### config.mk
export PLATFORM = sky130hd
export DESIGN_NAME = tdl_seq
export DESIGN_NICKNAME = d
export VERILOG_FILES = /design/src/sv/td_lambda_linear_value_update_assert.svh /design/src/sv/tdl_pkg.sv /design/src/sv/tdl_seq.sv
export SDC_FILE = /design/constraint.sdc
export NUM_CORES = 1
export LEC_CHECK = 0
export BUFFER_PORTS_ARGS = -buffer_cell sky130_fd_sc_hd__buf_4
export CAP_MARGIN = 10
export CORE_MARGIN = 2
export CORE_UTILIZATION = 55
export DETAILED_ROUTE_END_ITERATION = 12
export GPL_ROUTABILITY_DRIVEN = 0
export PLACE_DENSITY = 0.79
export SLEW_MARGIN = 15
export SYNTH_ARGS = -nofsm -noshare
export SYNTH_HDL_FRONTEND = slang
export SYNTH_SLANG_ARGS = --single-unit
### constraint.sdc
create_clock -name clk -period 2.6 [get_ports clk]
set_input_delay 0.26 -clock clk [delete_from_list [all_inputs] [get_ports clk]]
set_output_delay 0.26 -clock clk [all_outputs]
set_load 0.01 [all_outputs]
### src/sv/td_lambda_linear_value_update_assert.svh
// Assertion macros shared by the TD(lambda) value update block.
`ifndef TD_LAMBDA_LINEAR_VALUE_UPDATE_ASSERT_SVH
`define TD_LAMBDA_LINEAR_VALUE_UPDATE_ASSERT_SVH
`ifndef SYNTH
// Same-cycle implication, sampled on clk and disabled during rst.
`define TDL_ASSERT_NOW(lbl, ante, cons) \
  lbl: assert property (@(posedge clk) disable iff (rst) (ante) |-> (cons)) \
    else $error("td_lambda check failed");
// Next-cycle implication, sampled on clk and disabled during rst.
`define TDL_ASSERT_NEXT(lbl, ante, cons) \
  lbl: assert property (@(posedge clk) disable iff (rst) (ante) |=> (cons)) \
    else $error("td_lambda check failed");
`else
`define TDL_ASSERT_NOW(lbl, ante, cons)
`define TDL_ASSERT_NEXT(lbl, ante, cons)
`endif
`endif

### src/sv/tdl_pkg.sv
// Shared types, constants and helper functions of the TD(lambda) value update block.
`timescale 1ns / 1ps
`default_nettype none
package tdl_pkg;

  localparam int FEAT_W      = 12;
  localparam int MAX_TILINGS = 8;
  localparam int TILE_W      = 3;
  localparam int VAL_W       = 32;
  localparam int TRACE_W     = 24;
  localparam int STEP_W      = 16;
  localparam int RATE_W      = 17;
  localparam int ACC_W       = 35;
  localparam int WIDE_W      = 42;
  localparam int LIMIT_W     = 17;
  localparam int CFG_AW      = 2;
  localparam int CFG_DW      = 17;

  // Operand and product widths of the shared multiply unit.
  localparam int MUL_A_W = 32;
  localparam int MUL_B_W = 25;
  localparam int MUL_C_W = 34;
  localparam int MUL_D_W = 24;
  localparam int PS_W    = 57;
  localparam int PU_W    = 58;

  localparam int DEF_WEIGHT_COUNT = 4096;
  localparam int DEF_NUM_TILINGS  = 8;

  localparam logic [TRACE_W-1:0] TRACE_MAX = '1;
  localparam logic [TRACE_W:0]   TRACE_ONE = 25'd65536;

  localparam logic [STEP_W-1:0] STEP_RESET     = '0;
  localparam logic [RATE_W-1:0] DISCOUNT_RESET = 17'd65536;
  localparam logic [RATE_W-1:0] DECAY_RESET    = '0;

  // Operation codes; any other code behaves as a query.
  localparam logic [1:0] OP_UPDATE = 2'd1;
  localparam logic [1:0] OP_CLEAR  = 2'd2;

  // Configuration register indexes.
  localparam logic [CFG_AW-1:0] REG_STEP_SIZE     = 2'd0;
  localparam logic [CFG_AW-1:0] REG_DISCOUNT_RATE = 2'd1;
  localparam logic [CFG_AW-1:0] REG_TRACE_DECAY   = 2'd2;

  typedef enum logic [1:0] {
    MUL_DISC  = 2'd0,
    MUL_GAIN  = 2'd1,
    MUL_SWEEP = 2'd2
  } mul_sel_t;

  typedef logic [MAX_TILINGS-1:0][FEAT_W-1:0] idx_vec_t;

  typedef struct packed {
    logic              latch;
    logic              gather_rd;
    logic              gather_acc;
    logic              is_update;
    logic              zero_wr;
    logic              zero_weights;
    logic              sweep_rd;
    logic              load_td;
    logic              load_gain;
    mul_sel_t          mul_sel;
    logic [TILE_W-1:0] tsel;
  } ctrl_t;

  // Saturates a wide signed value to the signed 32-bit range.
  function automatic logic signed [VAL_W-1:0] sat32(input logic signed [WIDE_W-1:0] v);
    logic [WIDE_W-VAL_W:0] top;
    top = v[WIDE_W-1:VAL_W-1];
    if (top == '0 || top == '1) begin
      return v[VAL_W-1:0];
    end else if (v[WIDE_W-1]) begin
      return {1'b1, {(VAL_W-1){1'b0}}};
    end else begin
      return {1'b0, {(VAL_W-1){1'b1}}};
    end
  endfunction

endpackage
`default_nettype wire

### src/sv/tdl_seq.sv
// Sequencer: steps the datapath through gather, TD math, sweeps and memory clears.
`timescale 1ns / 1ps
`default_nettype none
module tdl_seq
  import tdl_pkg::*;
#(
  parameter int WEIGHT_COUNT = DEF_WEIGHT_COUNT,
  parameter int NUM_TILINGS  = DEF_NUM_TILINGS,
  localparam int AW = $clog2(WEIGHT_COUNT)
) (
  input  logic          clk,
  input  logic          rst,
  input  logic          start,
  input  logic [1:0]    opcode,
  output logic          busy,
  output logic          done,
  output ctrl_t         ctrl,
  output logic [AW-1:0] cnt
);

  localparam logic [AW-1:0]     CNT_LAST  = AW'(WEIGHT_COUNT - 1);
  localparam logic [TILE_W-1:0] TILE_LAST = TILE_W'(NUM_TILINGS - 1);

  typedef enum logic [12:0] {
    S_INIT   = 13'h0001,
    S_IDLE   = 13'h0002,
    S_RD     = 13'h0004,
    S_ACC    = 13'h0008,
    S_DISC   = 13'h0010,
    S_TD     = 13'h0020,
    S_GAIN   = 13'h0040,
    S_GAINR  = 13'h0080,
    S_SWEEP  = 13'h0100,
    S_DRAIN1 = 13'h0200,
    S_DRAIN2 = 13'h0400,
    S_CLEAR  = 13'h0800,
    S_FINISH = 13'h1000
  } state_t;

  state_t            state;
  state_t            state_next;
  logic [1:0]        op_q;
  logic [TILE_W-1:0] tcnt;
  logic [TILE_W-1:0] tcnt_next;
  logic [AW-1:0]     cnt_next;
  logic              cnt_last;

  assign cnt_last = (cnt == CNT_LAST);
  assign busy     = (state != S_IDLE);
  assign done     = (state == S_FINISH);

  always_comb begin
    state_next     = state;
    tcnt_next      = tcnt;
    cnt_next       = cnt;
    ctrl           = '0;
    ctrl.mul_sel   = MUL_SWEEP;
    ctrl.tsel      = tcnt;
    ctrl.is_update = (op_q == OP_UPDATE);
    case (state)
      S_INIT: begin
        ctrl.zero_wr      = 1'b1;
        ctrl.zero_weights = 1'b1;
        cnt_next          = cnt_last ? '0 : cnt + AW'(1);
        if (cnt_last) begin
          state_next = S_IDLE;
        end
      end
      S_IDLE: begin
        if (start) begin
          ctrl.latch = 1'b1;
          tcnt_next  = '0;
          state_next = S_RD;
        end
      end
      S_RD: begin
        ctrl.gather_rd = 1'b1;
        state_next     = S_ACC;
      end
      S_ACC: begin
        ctrl.gather_acc = 1'b1;
        if (tcnt == TILE_LAST) begin
          if (op_q == OP_UPDATE) begin
            state_next = S_DISC;
          end else if (op_q == OP_CLEAR) begin
            state_next = S_CLEAR;
          end else begin
            state_next = S_FINISH;
          end
        end else begin
          tcnt_next  = tcnt + TILE_W'(1);
          state_next = S_RD;
        end
      end
      S_DISC: begin
        ctrl.mul_sel = MUL_DISC;
        state_next   = S_TD;
      end
      S_TD: begin
        ctrl.load_td = 1'b1;
        state_next   = S_GAIN;
      end
      S_GAIN: begin
        ctrl.mul_sel = MUL_GAIN;
        state_next   = S_GAINR;
      end
      S_GAINR: begin
        ctrl.load_gain = 1'b1;
        state_next     = S_SWEEP;
      end
      S_SWEEP: begin
        ctrl.sweep_rd = 1'b1;
        cnt_next      = cnt_last ? '0 : cnt + AW'(1);
        if (cnt_last) begin
          state_next = S_DRAIN1;
        end
      end
      S_DRAIN1: begin
        state_next = S_DRAIN2;
      end
      S_DRAIN2: begin
        state_next = S_FINISH;
      end
      S_CLEAR: begin
        ctrl.zero_wr = 1'b1;
        cnt_next     = cnt_last ? '0 : cnt + AW'(1);
        if (cnt_last) begin
          state_next = S_FINISH;
        end
      end
      S_FINISH: begin
        state_next = S_IDLE;
      end
      default: begin
        state_next = S_IDLE;
      end
    endcase
  end

  always_ff @(posedge clk) begin
    if (rst) begin
      state <= S_INIT;
      tcnt  <= '0;
      cnt   <= '0;
      op_q  <= '0;
    end else begin
      state <= state_next;
      tcnt  <= tcnt_next;
      cnt   <= cnt_next;
      if (ctrl.latch) begin
        op_q <= opcode;
      end
    end
  end

endmodule
`default_nettype wire

==> metrics.txt <==
vias=1,669; total grt overflow=0; H-tree levels=2; RSZ-0062 raised after global routing=false; total wire length=4080 um; syn_nets=226; syn_area_per_cell=7.98 um^2; Slew @ Worst Pin=639 ps; endpoint type of the worst setup path=primary output; Synth Area in XOR/XNOR=4.57%; Post-synth top flop=dfxtp_1; EDFF count, synth=0; Mapped Area=1720 um^2; Initial Util=56.9%; Design Power=1.04 mW; combinational family with the most area after synthesis=simple AND/OR/NAND/NOR gates; worst min path class=in2reg; mux share of post-synthesis cell area=1.74%; Ys Warns=0; worst reg2reg path endpoint=cnt[9]; status=finished, final reports clean; Worst-path clk slew=90 ps; synth top area cells=dfxtp_1 (35%), a21oi_1 (4.9%), nor2_1 (4.6%); slowest stage delay, CP=720 ps; Clock Sinks=30; initial DRC count=98; sequential share of the synthesized area=34.8%; clock skew=2.87 ps; Yosys top cell area share=34.8%; fin util=69.7%; Synth Area in Compound Gates=15.0%; delay-heaviest family, CP=simple AND/OR/NAND/NOR gates; Distinct cells, synth=47; CP Max Fanout=9; max cap viols=0; initial antenna violation count=0; buffer and inverter count on the worst path=1; Leak Pwr=0.868 nW; Tcrit/Tclk final=93.2%; WHS Path Cells=3; Final min period=2420 ps; Detail Placement HPWL=2880 um; CP Depth=4; std cell rows=20; final hold vios=0; VDD IR max=373 uV; startpoint class of the critical path=flop; die width=60.0 um; DRT Pass-1 Iters=4; crit path cell chain=or4b_2 -> or3_4 -> a21oi_1 -> buf_4; Slew HR=57.0%; largest net degree at the start of global routing=24; setup_tns=0 ps; Max Buffers Root-to-Sink=2; NumNets Final=256; worst-case reg-to-reg path depth=6; routed len/inst=14.0 um; Root Driver=clkbuf_4; number of diodes=0; Mapped Cells=216; total CTS buffers=5; first-pass GRT wire length=6510 um; Cell Pwr Density=495 nW/um^2; # Post-CTS Setup Buffers=0; CTS tree=built; Total GRT Usage=24.5%; final slew viol count=0; RR Startpoint=state[1]; Post-synth ARST share=0%; Setup Viol. Count Final=0; Synth-to-Final Area Change=22.4%; #FFs+latches synth=30; simple-gate area share of the yosys netlist=34.3%; slowest cell on the critical path=or4b_2; die area=3600 um^2; Worst Path Arrival=2160 ps; clock latency on the worst-skew pair=340 ps; leading area contributor after synthesis=dfxtp_1; adder-cell share of the synthesized area=3.63%; Worst Hold Launch=opcode[0]; flop2flop setup slack=200 ps; Worst Path Required=2340 ps; share of cells above drive strength 1=25.9%; vias in the first global route=1,413; core outline area=3030 um^2; num ports=33; # port buffers=32; FMAX=0.413 GHz; height of the die=60.0 um; DRC viols=0; post-route ant nets=0; WHS Endpoint=op_q[0]; via/cell ratio=5.74; CP Class=reg2out; FILL cells=249
-- worst min-delay path, cell delays in order --
cell     delay (ps)
buf_4            70
mux2i_1          50
nor2_1           70
-- stage by stage --
stage,instances,hold WS [ps],cell area [um^2],setup slack (ps)
6_report,291,141,2110,176
5_1_grt,291,158,2110,14.9
2_1_floorplan,216,337,1720,320
3_3_place_gp,283,480,2010,327
3_5_place_dp,283,480,2010,235
4_1_cts,291,136,2090,89.1
-- Yosys cell counts, types with 3 or more instances --
master / instances
a21oi_1: 17
clkbuf_1: 14
dfxtp_1: 30
ha_1: 5
inv_1: 9
mux2i_1: 3
nand2_1: 10
nand2b_1: 5
nand3_1: 13
nand4_1: 3
nor2_1: 21
nor3_1: 13
nor3b_1: 3
nor4_1: 9
nor4b_1: 3
o21ai_0: 10
or3_1: 3
or4b_2: 3
xnor2_1: 4
xor2_1: 5
-- worst max-delay path by stage --
stage              from        to
2_1_floorplan  state[1]  state[5]
3_3_place_gp   state[1]    cnt[9]
3_5_place_dp   state[1]    cnt[9]
4_1_cts        state[1]  ctrl[13]
5_1_grt        state[1]    cnt[1]
6_report       state[1]   ctrl[9]
-- what timing repair did --
| item | in CTS | in global routing |
|---|---|---|
| hold buffers | 0 | 0 |
| hold endpoints to repair | 0 | 0 |
| resized for setup | 0 | 4 |
| endpoints found under the setup margin | 0 | 3 |
-- power breakdown --
group          total (mW)  switching (mW)  internal, mW
Clock               0.369           0.170         0.199
Sequential          0.492          0.0203         0.472
Combinational       0.183          0.0960        0.0871
-- final cells by class --
| type | count | area (um^2) | area share (%) |
|---|---|---|---|
| inverter | 9 | 33.8 | 1.60 |
| multi-input combinational | 160 | 1040 | 49.4 |
| clock inverter | 3 | 40.0 | 1.90 |
| tap | 44 | 55.1 | 2.61 |
| clock buffer | 5 | 37.5 | 1.78 |
| sequential | 30 | 601 | 28.5 |
| timing repair buffer | 40 | 300 | 14.2 |
-- kinds of logic after synthesis --
logic type,Yosys count
xor+xnor,9
buf+inv,26
flops,30
simple gates,103
mux,3
fa+ha+maj,5
compound gates,40
-- state kept, by name, indices dropped and copies added (netlist names) --
name / count
op_q: 2
state: 13
cnt: 12
tcnt: 3
-- routing by layer --
metal | vias up | track usage [%] | wire length [um] | share of wire (%)
met2 | 48 | 36.6 | 1850 | 45
met3 | 12 | 5.84 | 199 | 4.9
met1 | 776 | 32.8 | 1920 | 47
met4 | 0 | 12.4 | 111 | 2.7
met5 | - | 0 | 0 | 0
li1 | 833 | - | - | -
-- placed cells by master (no fill, tap or decap), types with 4 or more instances in the layout --
| master | n |
|---|---|
| dfxtp_1 | 30 |
| inv_1 | 9 |
| nand2_1 | 10 |
| o21ai_0 | 10 |
| nor4_1 | 8 |
| nor3_1 | 13 |
| xor2_1 | 5 |
| clkbuf_4 | 5 |
| a21oi_1 | 17 |
| xnor2_1 | 4 |
| nor2_1 | 21 |
| buf_4 | 40 |
| nand3_1 | 13 |
| ha_1 | 5 |
| nand2b_1 | 5 |
(Power assumes the default switching activity.)
